`config.mk`:
```
export PLATFORM = sky130hd
export DESIGN_NAME = xmodem_packet_receiver_top_flat
export DESIGN_NICKNAME = d
export VERILOG_FILES = /design/src/sv/xpr_pkg.sv /design/src/sv/xpr_if.sv /design/src/sv/xpr_core.sv /design/src/sv/xmodem_packet_receiver_top.sv /design/src/flat_wrapper.sv
export SDC_FILE = /design/constraint.sdc
export NUM_CORES = 1
export LEC_CHECK = 0
export ABC_CLOCK_PERIOD_IN_PS = 3250
export BUFFER_PORTS_ARGS = -buffer_cell sky130_fd_sc_hd__clkbuf_2
export CORE_MARGIN = 3
export CORE_UTILIZATION = 60
export DETAILED_ROUTE_END_ITERATION = 6
export GPL_TIMING_DRIVEN = 0
export PLACE_DENSITY = 0.91
export SYNTH_ARGS = -nofsm -noshare
export SYNTH_HDL_FRONTEND = slang
export SYNTH_SLANG_ARGS = --single-unit
export TNS_END_PERCENT = 10
```
`constraint.sdc`:
```
create_clock -name clk_i -period 3.25 [get_ports clk_i]
set_input_delay 0.4875 -clock clk_i [delete_from_list [all_inputs] [get_ports clk_i]]
set_output_delay 0.4875 -clock clk_i [all_outputs]
set_load 0.005 [all_outputs]
```
`src/sv/xpr_pkg.sv`:
```
// Shared types, protocol byte codes and the CRC-16 byte update for the XMODEM receiver.
package xpr_pkg;

  localparam logic [7:0]  BYTE_EOT = 8'h04;
  localparam logic [7:0]  BYTE_ACK = 8'h06;
  localparam logic [7:0]  BYTE_NAK = 8'h15;
  localparam logic [7:0]  BYTE_C   = 8'h43;
  localparam logic [15:0] CRC_POLY = 16'h1021;
  localparam logic [15:0] CRC_TOP  = 16'h8000;

  // Header bytes skipped after the start byte, and the data bytes per packet.
  localparam int unsigned NUM_HDR  = 2;
  localparam int unsigned DATA_LEN = 128;
  localparam int unsigned POS_W    = 8;

  localparam logic [POS_W-1:0] POS_DATA_FIRST = POS_W'(NUM_HDR);
  localparam logic [POS_W-1:0] POS_CHECK_HI   = POS_W'(NUM_HDR + DATA_LEN);

  typedef enum logic {
    KIND_REPLY = 1'b0,
    KIND_DATA  = 1'b1
  } kind_e;

  typedef enum logic {
    MODE_START = 1'b0,
    MODE_BYTE  = 1'b1
  } mode_e;

  typedef struct packed {
    logic       kind;
    logic [7:0] byte_value;
    logic       packet_end;
    logic       accepted;
    logic       transfer_done;
  } res_t;

  // One byte of CRC-16 (poly 0x1021, MSB first), one bit per iteration.
  function automatic logic [15:0] crc_byte(input logic [15:0] crc, input logic [7:0] b);
    logic [15:0] c;
    c = crc ^ {b, 8'h00};
    for (int k = 0; k < 8; k++) begin
      if ((c & CRC_TOP) != 16'h0000) begin
        c = {c[14:0], 1'b0} ^ CRC_POLY;
      end else begin
        c = {c[14:0], 1'b0};
      end
    end
    return c;
  endfunction

endpackage

```
`src/sv/xpr_if.sv`:
```
// Valid/ready channel interfaces for the received-byte input and the result output.
interface xpr_in_if;
  logic       valid;
  logic       ready;
  logic       mode;
  logic [7:0] rx_byte;

  modport source (output valid, output mode, output rx_byte, input ready);
  modport sink   (input valid, input mode, input rx_byte, output ready);
endinterface

interface xpr_out_if;
  logic       valid;
  logic       ready;
  logic       kind;
  logic [7:0] byte_value;
  logic       packet_end;
  logic       accepted;
  logic       transfer_done;

  modport source (output valid, output kind, output byte_value, output packet_end,
                  output accepted, output transfer_done, input ready);
  modport sink   (input valid, input kind, input byte_value, input packet_end,
                  input accepted, input transfer_done, output ready);
endinterface

```
`src/sv/xpr_core.sv`:
```
// Packet state, check accumulators and the per-byte reply decision of the receiver.
module xpr_core (
  input  logic          clk_i,
  input  logic          rst_ni,
  input  logic          fire_i,
  input  logic          mode_i,
  input  logic [7:0]    rx_byte_i,
  input  logic          use_crc_i,
  output logic          res_valid_o,
  output xpr_pkg::res_t res_o
);

  logic                       phase_q, phase_d;
  logic [xpr_pkg::POS_W-1:0]  pos_q, pos_d;
  logic [15:0]                crc_q, crc_d;
  logic [7:0]                 sum_q, sum_d;
  logic [7:0]                 chk_hi_q, chk_hi_d;
  logic                       ok;
  logic [15:0]                crc_next;

  assign crc_next = xpr_pkg::crc_byte(crc_q, rx_byte_i);

  always_comb begin
    phase_d     = phase_q;
    pos_d       = pos_q;
    crc_d       = crc_q;
    sum_d       = sum_q;
    chk_hi_d    = chk_hi_q;
    res_valid_o = 1'b0;
    res_o       = '0;
    ok          = 1'b0;

    if (mode_i == xpr_pkg::MODE_START) begin
      // A start item restarts the transfer even in mid-packet.
      phase_d          = 1'b0;
      pos_d            = '0;
      crc_d            = '0;
      sum_d            = '0;
      chk_hi_d         = '0;
      res_valid_o      = 1'b1;
      res_o.kind       = xpr_pkg::KIND_REPLY;
      res_o.byte_value = use_crc_i ? xpr_pkg::BYTE_C : xpr_pkg::BYTE_NAK;
    end else if (!phase_q) begin
      if (rx_byte_i == xpr_pkg::BYTE_EOT) begin
        res_valid_o         = 1'b1;
        res_o.kind          = xpr_pkg::KIND_REPLY;
        res_o.byte_value    = xpr_pkg::BYTE_ACK;
        res_o.transfer_done = 1'b1;
      end else begin
        phase_d  = 1'b1;
        pos_d    = '0;
        crc_d    = '0;
        sum_d    = '0;
        chk_hi_d = '0;
      end
    end else if (pos_q < xpr_pkg::POS_DATA_FIRST) begin
      pos_d = pos_q + 1'b1;
    end else if (pos_q < xpr_pkg::POS_CHECK_HI) begin
      crc_d            = crc_next;
      sum_d            = sum_q + rx_byte_i;
      pos_d            = pos_q + 1'b1;
      res_valid_o      = 1'b1;
      res_o.kind       = xpr_pkg::KIND_DATA;
      res_o.byte_value = rx_byte_i;
    end else if (use_crc_i && (pos_q == xpr_pkg::POS_CHECK_HI)) begin
      chk_hi_d = rx_byte_i;
      pos_d    = pos_q + 1'b1;
    end else begin
      ok               = use_crc_i ? ({chk_hi_q, rx_byte_i} == crc_q) : (rx_byte_i == sum_q);
      phase_d          = 1'b0;
      pos_d            = '0;
      crc_d            = '0;
      sum_d            = '0;
      chk_hi_d         = '0;
      res_valid_o      = 1'b1;
      res_o.kind       = xpr_pkg::KIND_REPLY;
      res_o.byte_value = ok ? xpr_pkg::BYTE_ACK : xpr_pkg::BYTE_NAK;
      res_o.packet_end = 1'b1;
      res_o.accepted   = ok;
    end
  end

  always_ff @(posedge clk_i or negedge rst_ni) begin
    if (!rst_ni) begin
      phase_q  <= 1'b0;
      pos_q    <= '0;
      crc_q    <= '0;
      sum_q    <= '0;
      chk_hi_q <= '0;
    end else if (fire_i) begin
      phase_q  <= phase_d;
      pos_q    <= pos_d;
      crc_q    <= crc_d;
      sum_q    <= sum_d;
      chk_hi_q <= chk_hi_d;
    end
  end

endmodule

```
`src/sv/xmodem_packet_receiver_top.sv`:
```
// Top level of the XMODEM receiver: input register, packet core and result register.
//
// Usage: each item on in_i is either a start request (mode 0) or one byte taken from
// the serial line (mode 1). Start requests produce the initiation byte (0x43 in CRC
// mode, NAK in checksum mode). Line bytes are parsed as XMODEM packets; the 128 data
// bytes come out on out_o as kind 1 items as they arrive, and the packet closes with
// an ACK or NAK reply item (packet_end set, accepted set on ACK). Downstream keeps
// the forwarded data of a packet only when its closing item has accepted set. An EOT
// between packets is answered with ACK and transfer_done set.
// cfg_we_i/cfg_wdata_i write use_crc (reset 1); write it only while the block is idle.
// A result is presented on out_o from the result register: the input register takes
// the item at the accept edge and the result register when the item moves on.
// Throughput is one item per cycle unless out_o stalls; CRC update is combinational.
// Reset returns the block to waiting for a header with cleared accumulators and empty
// registers. When out_o stalls, the result register holds its item and one more item
// waits in the input register; in_i.ready then drops until out_o takes the result.
module xmodem_packet_receiver_top (
  input  logic  clk_i,
  input  logic  rst_ni,
  input  logic  cfg_we_i,
  input  logic  cfg_wdata_i,
  xpr_in_if.sink    in_i,
  xpr_out_if.source out_o
);

  logic          use_crc_q;
  logic          in_vld_q;
  logic          in_mode_q;
  logic [7:0]    in_byte_q;
  logic          out_vld_q;
  xpr_pkg::res_t out_res_q;
  logic          adv;
  logic          res_vld;
  xpr_pkg::res_t res;

  // The held item moves on when the result register is empty or being emptied.
  assign adv        = in_vld_q && (!out_vld_q || out_o.ready);
  assign in_i.ready = !in_vld_q || adv;

  always_ff @(posedge clk_i or negedge rst_ni) begin
    if (!rst_ni) begin
      use_crc_q <= 1'b1;
    end else if (cfg_we_i) begin
      use_crc_q <= cfg_wdata_i;
    end
  end

  always_ff @(posedge clk_i or negedge rst_ni) begin
    if (!rst_ni) begin
      in_vld_q <= 1'b0;
    end else if (in_i.valid && in_i.ready) begin
      in_vld_q <= 1'b1;
    end else if (adv) begin
      in_vld_q <= 1'b0;
    end
  end

  always_ff @(posedge clk_i) begin
    if (in_i.valid && in_i.ready) begin
      in_mode_q <= in_i.mode;
      in_byte_q <= in_i.rx_byte;
    end
  end

  xpr_core u_core (
    .clk_i       (clk_i),
    .rst_ni      (rst_ni),
    .fire_i      (adv),
    .mode_i      (in_mode_q),
    .rx_byte_i   (in_byte_q),
    .use_crc_i   (use_crc_q),
    .res_valid_o (res_vld),
    .res_o       (res)
  );

  always_ff @(posedge clk_i or negedge rst_ni) begin
    if (!rst_ni) begin
      out_vld_q <= 1'b0;
    end else if (adv) begin
      out_vld_q <= res_vld;
    end else if (out_o.ready) begin
      out_vld_q <= 1'b0;
    end
  end

  always_ff @(posedge clk_i) begin
    if (adv) begin
      out_res_q <= res;
    end
  end

  assign out_o.valid         = out_vld_q;
  assign out_o.kind          = out_res_q.kind;
  assign out_o.byte_value    = out_res_q.byte_value;
  assign out_o.packet_end    = out_res_q.packet_end;
  assign out_o.accepted      = out_res_q.accepted;
  assign out_o.transfer_done = out_res_q.transfer_done;

endmodule

```
`src/flat_wrapper.sv`:
```
// flat-port wrapper written by rule: the top's interface ports become plain ports
module xmodem_packet_receiver_top_flat 
  (clk_i, rst_ni, cfg_we_i, cfg_wdata_i, in_i_valid, in_i_mode, in_i_rx_byte, in_i_ready, out_o_valid, out_o_kind, out_o_byte_value, out_o_packet_end, out_o_accepted, out_o_transfer_done, out_o_ready);
  xpr_in_if in_i_i ();
  xpr_out_if out_o_i ();
  input  logic clk_i;
  input  logic rst_ni;
  input  logic cfg_we_i;
  input  logic cfg_wdata_i;
  input wire logic [$bits(in_i_i.valid)-1:0] in_i_valid;
  input wire logic [$bits(in_i_i.mode)-1:0] in_i_mode;
  input wire logic [$bits(in_i_i.rx_byte)-1:0] in_i_rx_byte;
  output wire logic [$bits(in_i_i.ready)-1:0] in_i_ready;
  output wire logic [$bits(out_o_i.valid)-1:0] out_o_valid;
  output wire logic [$bits(out_o_i.kind)-1:0] out_o_kind;
  output wire logic [$bits(out_o_i.byte_value)-1:0] out_o_byte_value;
  output wire logic [$bits(out_o_i.packet_end)-1:0] out_o_packet_end;
  output wire logic [$bits(out_o_i.accepted)-1:0] out_o_accepted;
  output wire logic [$bits(out_o_i.transfer_done)-1:0] out_o_transfer_done;
  input wire logic [$bits(out_o_i.ready)-1:0] out_o_ready;
  assign in_i_i.valid = in_i_valid;
  assign in_i_i.mode = in_i_mode;
  assign in_i_i.rx_byte = in_i_rx_byte;
  assign in_i_ready = in_i_i.ready;
  assign out_o_valid = out_o_i.valid;
  assign out_o_kind = out_o_i.kind;
  assign out_o_byte_value = out_o_i.byte_value;
  assign out_o_packet_end = out_o_i.packet_end;
  assign out_o_accepted = out_o_i.accepted;
  assign out_o_transfer_done = out_o_i.transfer_done;
  assign out_o_i.ready = out_o_ready;
  xmodem_packet_receiver_top u_core (.clk_i(clk_i), .rst_ni(rst_ni), .cfg_we_i(cfg_we_i), .cfg_wdata_i(cfg_wdata_i), .in_i(in_i_i), .out_o(out_o_i));
endmodule
```
# After elaboration in Yosys (flattened, before gate mapping)

Cells that the tools add are included.

Flip-flop bits (word level): 65
Output and inout port bits: 14

Equal/unequal tests: 8
Magnitude comparators: 2
Multiplexer cells: 56
Add/sub/neg operators: 2
Bitwise operators: 11
Reduce and logical (&&, ||, !) cells: 15

Operators with widths:

| kind                | count |
|---|---|
| $mux 8              | 17 |
| $mux 13             | 8 |
| $mux 16             | 6 |
| $not 3->3           | 8 |
| $mux 9              | 2 |
| $mux 1              | 17 |
| $eq 16x16->1        | 1 |
| $xor 16x16->16      | 1 |
| $mux 7              | 2 |
| $mux 11             | 1 |
| $ne 3x3->1 const B  | 3 |
| $add 8x1->8 const B | 1 |
| $add 8x8->8         | 1 |
| $eq 8x3->1 const B  | 1 |
| $eq 8x8->1          | 1 |
| $eq 8x8->1 const B  | 1 |
| $lt 8x2->1 const B  | 1 |
| $lt 8x8->1 const B  | 1 |
| $reduce_and 4->1    | 2 |
| $mux 5              | 1 |
| $reduce_or 5->1     | 1 |
| $ne 4x4->1 const B  | 1 |
| $reduce_bool 2->1   | 2 |
| $reduce_or 4->1     | 1 |
| 8 further kinds     | 13 |

# Depth between registers and ports, before layout

Depth after elaboration: 21
Mapped depth: 9
Mapped depth without buffers: 7

# Hierarchy

From an unflattened synthesis, not the netlist that was laid out.

Cells, all modules: 318
Area total of the unflattened synthesis: 3473.3 um2

Modules (own cells, without submodules):

| module                     | times used | area an instance (um2) | sequential area each (um2) | cells an instance |
|---|---|---|---|---|
| xpr_core                   | 1          | 2698.8                 | 1026.0                     | 286 |
| xmodem_packet_receiver_top | 1          | 774.5                  | 706.9                      | 32 |

# Worst setup path after synthesis

OpenSTA, ideal clock, no wires.

Kind: register to register
From: register u_core.in_byte_q[0]
To: register u_core.u_core.sum_q[6]
Setup slack: 1.007 ns
Arrival: 2.148 ns
Cell stages (with the launch flop): 8
Cell sequence: edfxtp_1 > ha_1 > fa_1 > a21o_1 > a21o_1 > a2111oi_0 > nor3_1 > o31ai_1

Longest elaborated chain between the ends: 5
Elaborated cells between the ends (all ways): 8
Classes of those cells: add/sub (1); eq/ne (2); mux (4); reduce/logical (1)

RTL lines:

| element                | RTL line                         | source |
|---|---|---|
| from (decl)            | xmodem_packet_receiver_top.sv:29 | `logic [7:0] in_byte_q;` |
| from (signal assigned) | xmodem_packet_receiver_top.sv:61 | `in_byte_q <= in_i.rx_byte;` |
| $add 8x8->8            | xpr_core.sv:60                   | `sum_d = sum_q + rx_byte_i;` |
| $mux 8                 | xpr_core.sv:58                   | `end else if (pos_q < xpr_pkg::POS_CHECK_HI) begin` |
| $mux 8                 | xpr_core.sv:56                   | `end else if (pos_q < xpr_pkg::POS_DATA_FIRST) begin` |
| $mux 8                 | xpr_core.sv:43                   | `end else if (!phase_q) begin` |
| $mux 8                 | xpr_core.sv:33                   | `if (mode_i == xpr_pkg::MODE_START) begin` |
| to (signal assigned)   | xpr_core.sv:94                   | `sum_q <= sum_d;` |
| to (decl)              | xpr_core.sv:16                   | `logic [7:0] sum_q, sum_d;` |

Several ways; a longest one is shown, not always the timed one. The select of a mux whose other input is x is not followed.
A chain may end at the register's enable or synchronous reset.

# Final worst setup path

Ends and elaborated chain as after synthesis.

==> impl_metrics.py <==
metrics = {
    "layout": {
        "drive_above_1_share_pct": 19.0,
        "layout.filler_cells": 395,
        "nets": 403,
        "diodes": 0,
        "areaGrowthSynthToFinish_pct": 11.5,
    },
    "timing": {
        "fin_crit_ns": 2.58,
        "setup_tns_ns": 0,
        "relative_slew_slack_pct": 26.3,
        "timing.fmax_mhz": 388,
        "hold_viol_final": 0,
        "tightestPinTransition_ns": 1.10,
        "hold-worst-slack_ns": 0.317,
        "setup_violations": 0,
        "period_share_pct": 79.4,
        "grt_setup_unrepaired": "false",
        "finClkSkew_ns": 0.0128,
        "report.final.slew_viol_count": 0,
    },
    "route": {
        "via_per_inst": 6.08,
        "routed-via-count": 2774,
        "topRoutingLayerUsed": "met4",
        "drtAntennaViolNets": 0,
        "wl_on_met1_um": 3380,
        "route.detailed.drc": 0,
        "routedWlPerCell_um": 17.0,
        "route.met3.wl_um": 541,
        "first_iter_violations": 200,
        "drt_wirelength_um": 7750,
        "routed-wl-met2_um": 3630,
        "first_pass_iters": 6,
    },
    "global_routing": {
        "grt_pass1_vias": 2698,
        "grt_overflow_total": 0,
        "antenna_found_initial": 0,
        "grt_pass1_wl_um": 13000,
        "track_usage_pct": 23.7,
        "grt_max_degree": 45,
    },
    "floorplan": {
        "die_width_um": 83.5,
        "design.core.area_um2": 5640,
        "initial_core_util_pct": 63.8,
        "die_y_um": 83.5,
        "floorplan.die_area_um2": 6960,
        "placement_rows": 27,
        "design.portCount": 29,
    },
    "yosys": {
        "syn-cell-area_um2": 3600,
        "synth_flop_cell": "sky130_fd_sc_hd__dfrtp_1",
        "syn_nets": 364,
        "synth-seq-cells": 65,
        "yosys_warnings": 0,
        "synth.lib_cells_used.distinct": 63,
        "synth_enable_flop_cells": 21,
        "synth.avg_cell_area_um2": 10.6,
        "async_flop_share_pct": 67.7,
        "synth_cells": 340,
        "synth_sequential_area_ratio_pct": 48.1,
    },
    "run_status": {
        "outcome": "completed",
    },
    "clock_network": {
        "max_root_sink_buffers": 2,
        "worst_skew_pair.late_latency_ns": 0.35,
        "ctsHoldBuffers": 0,
        "postCtsSetupBuffers": 0,
        "numCtsBuffers": 9,
        "cts.reportedPaths.clkPinSlew_ns": 0.07,
        "cts_root_cell": "sky130_fd_sc_hd__clkbuf_8",
        "cts_resized": 0,
        "ctsHtreeMaxLevel": 3,
        "clock_tree_from_tritoncts": "built",
        "clock-sinks": 65,
    },
    "setup_path": {
        "worst-endpoint-arrival_ns": 2.82,
        "worstPathMaxFanout": 6,
        "critPathRequiredTime_ns": 3.49,
        "setup.worst_path.end_class": "flip-flop",
        "start_kind": "flip-flop",
        "critical_path_class": "flip-flop to flip-flop",
    },
    "place": {
        "place_congestion": 0.897,
        "hpwl_um": 5510,
        "numPortBuffers": 28,
    },
    "pwr": {
        "power_density_nw_per_um2": 707,
        "p_leak_uw": 0.00177,
        "ir_worst_vdd_mv": 0.404,
    },
    "min_path": {
        "min-delay-path-class": "input pin to flip-flop",
    },
    "run": {
        "drv.max_cap_violation_count": 0,
    },
}
path summary, 6_finish.rpt:
check | startpoint | to | slack [ns] | cells after the start
max | u_core.in_byte_q[0] | u_core.u_core.sum_q[6] | 0.67 | 7
min | in_i_rx_byte[4] | u_core.in_byte_q[4] | 0.32 | 1
max reg2reg | u_core.in_byte_q[0] | u_core.u_core.sum_q[6] | 0.67 | 7
min reg2reg | u_core.u_core.sum_q[3] | u_core.u_core.sum_q[3] | 0.49 | 2
max in group asynchronous | rst_ni | u_core.u_core.sum_q[4] | 2.22 | 1
min in group asynchronous | rst_ni | u_core.u_core.crc_q[12] | 0.33 | 1
where the power goes:
part           internal, uW  switching [uW]
clock network           339             301
registers              1010             173
logic                   466             552
synth_stat cells (2+ instances only):
| cell | instances | share of area, % |
|---|---|---|
| sky130_fd_sc_hd__nand4_1 | 3 | 0.52 |
| sky130_fd_sc_hd__or2b_2 | 2 | 0.49 |
| sky130_fd_sc_hd__or3_1 | 2 | 0.35 |
| sky130_fd_sc_hd__mux2_2 | 3 | 0.94 |
| sky130_fd_sc_hd__nor3_1 | 8 | 1.1 |
| sky130_fd_sc_hd__o2bb2ai_1 | 2 | 0.49 |
| sky130_fd_sc_hd__a21oi_1 | 6 | 0.83 |
| sky130_fd_sc_hd__nand2_1 | 59 | 6.2 |
| sky130_fd_sc_hd__nand3b_1 | 2 | 0.42 |
| sky130_fd_sc_hd__o21ai_0 | 19 | 2.6 |
| sky130_fd_sc_hd__o21ai_1 | 2 | 0.28 |
| sky130_fd_sc_hd__a211oi_1 | 4 | 0.83 |
| sky130_fd_sc_hd__o211ai_1 | 2 | 0.42 |
| sky130_fd_sc_hd__xnor2_1 | 31 | 7.5 |
| sky130_fd_sc_hd__nor4_1 | 4 | 0.70 |
| sky130_fd_sc_hd__xor2_1 | 14 | 3.4 |
| sky130_fd_sc_hd__ha_1 | 8 | 2.8 |
| sky130_fd_sc_hd__edfxtp_1 | 21 | 18 |
| sky130_fd_sc_hd__inv_1 | 8 | 0.83 |
| sky130_fd_sc_hd__buf_4 | 3 | 0.63 |
| sky130_fd_sc_hd__a31o_2 | 3 | 0.73 |
| sky130_fd_sc_hd__a21o_1 | 2 | 0.42 |
| sky130_fd_sc_hd__a22o_1 | 2 | 0.49 |
| sky130_fd_sc_hd__o31ai_1 | 15 | 3.1 |
| sky130_fd_sc_hd__nand3_1 | 13 | 1.8 |
| sky130_fd_sc_hd__and3_1 | 6 | 1.0 |
| sky130_fd_sc_hd__clkbuf_8 | 2 | 0.76 |
| sky130_fd_sc_hd__clkbuf_1 | 3 | 0.31 |
| sky130_fd_sc_hd__nor3b_1 | 2 | 0.42 |
| sky130_fd_sc_hd__or2_2 | 2 | 0.35 |
| sky130_fd_sc_hd__buf_2 | 5 | 0.70 |
| sky130_fd_sc_hd__nor2_1 | 5 | 0.52 |
| sky130_fd_sc_hd__nand2b_1 | 2 | 0.35 |
| sky130_fd_sc_hd__dfrtp_1 | 43 | 30 |
| sky130_fd_sc_hd__mux2i_1 | 2 | 0.56 |
| sky130_fd_sc_hd__and2_1 | 3 | 0.52 |
cell usage in the layout (no fill, tap or decap), types with 4 or more instances in the layout:
cell / count
sky130_fd_sc_hd__nor4_1: 4
sky130_fd_sc_hd__nor2_1: 5
sky130_fd_sc_hd__inv_1: 8
sky130_fd_sc_hd__clkbuf_1: 5
sky130_fd_sc_hd__clkbuf_2: 28
sky130_fd_sc_hd__nand2_1: 59
sky130_fd_sc_hd__a211oi_1: 4
sky130_fd_sc_hd__and3_1: 6
sky130_fd_sc_hd__nor3_1: 8
sky130_fd_sc_hd__xor2_1: 14
sky130_fd_sc_hd__ha_1: 8
sky130_fd_sc_hd__buf_2: 5
sky130_fd_sc_hd__o21ai_0: 19
sky130_fd_sc_hd__clkbuf_8: 14
sky130_fd_sc_hd__edfxtp_1: 21
sky130_fd_sc_hd__nand3_1: 13
sky130_fd_sc_hd__a21oi_1: 6
sky130_fd_sc_hd__xnor2_1: 31
sky130_fd_sc_hd__dfrtp_1: 43
sky130_fd_sc_hd__o31ai_1: 15
state kept, by name (all words and copies together) (netlist names), 8 cells and up:
register                 flops
u_core.u_core.crc_q         16
u_core.in_byte_q             8
u_core.out_o.byte_value      8
u_core.u_core.chk_hi_q       8
u_core.u_core.pos_q          8
u_core.u_core.sum_q          8
logic make-up after synthesis:
logic type,after synthesis,share of synthesized area (%)
simple gates,122,17.0
mux,5,1.49
xor+xnor,45,10.9
fa+ha+maj,9,3.34
compound gates,70,14.4
buf+inv,24,4.66
flops,65,48.1
area by class of cell:
type / count / area (um^2) / area share, %
inverter: 8 / 30.0 / 0.748
multi-input combinational: 251 / 1700 / 42.3
clock buffer: 14 / 173 / 4.30
clock inverter: 2 / 12.5 / 0.312
buffer: 16 / 138 / 3.43
tap: 72 / 90.1 / 2.24
sequential: 65 / 1730 / 43.2
timing repair buffer: 28 / 140 / 3.49
per-stage QoR:
| step | total power, uW | instance area (um^2) | setup WS, ns | utilization (%) | std cells |
|---|---|---|---|---|---|
| after floorplan | 1950 | 3600 | 1.01 | - | 340 |
| after global placement | 2140 | 3830 | 0.815 | 67.9 | 440 |
| after detailed placement | 2190 | 3830 | 0.729 | 67.9 | 440 |
| after CTS | 2840 | 4020 | 0.705 | 71.2 | 456 |
| after global routing | 3020 | 4020 | 0.549 | 71.2 | 456 |
| final | 2840 | 4020 | 0.670 | 71.2 | 456 |
routing by layer:
| layer | up-vias | GRT usage [%] |
|---|---|---|
| met5 | - | 0 |
| met4 | 0 | 10.5 |
| met3 | 19 | 5.73 |
| met2 | 106 | 37.3 |
| met1 | 1346 | 31.2 |
| li1 | 1303 | - |
worst max-delay path, cell delays in order (launching register included):
cell,delay (ns)
sky130_fd_sc_hd__edfxtp_1,0.55
sky130_fd_sc_hd__ha_1,0.30
sky130_fd_sc_hd__fa_1,0.47
sky130_fd_sc_hd__a21o_1,0.17
sky130_fd_sc_hd__a21o_1,0.21
sky130_fd_sc_hd__a2111oi_0,0.42
sky130_fd_sc_hd__nor3_1,0.13
sky130_fd_sc_hd__o31ai_1,0.23
(Power assumes the default switching activity.)
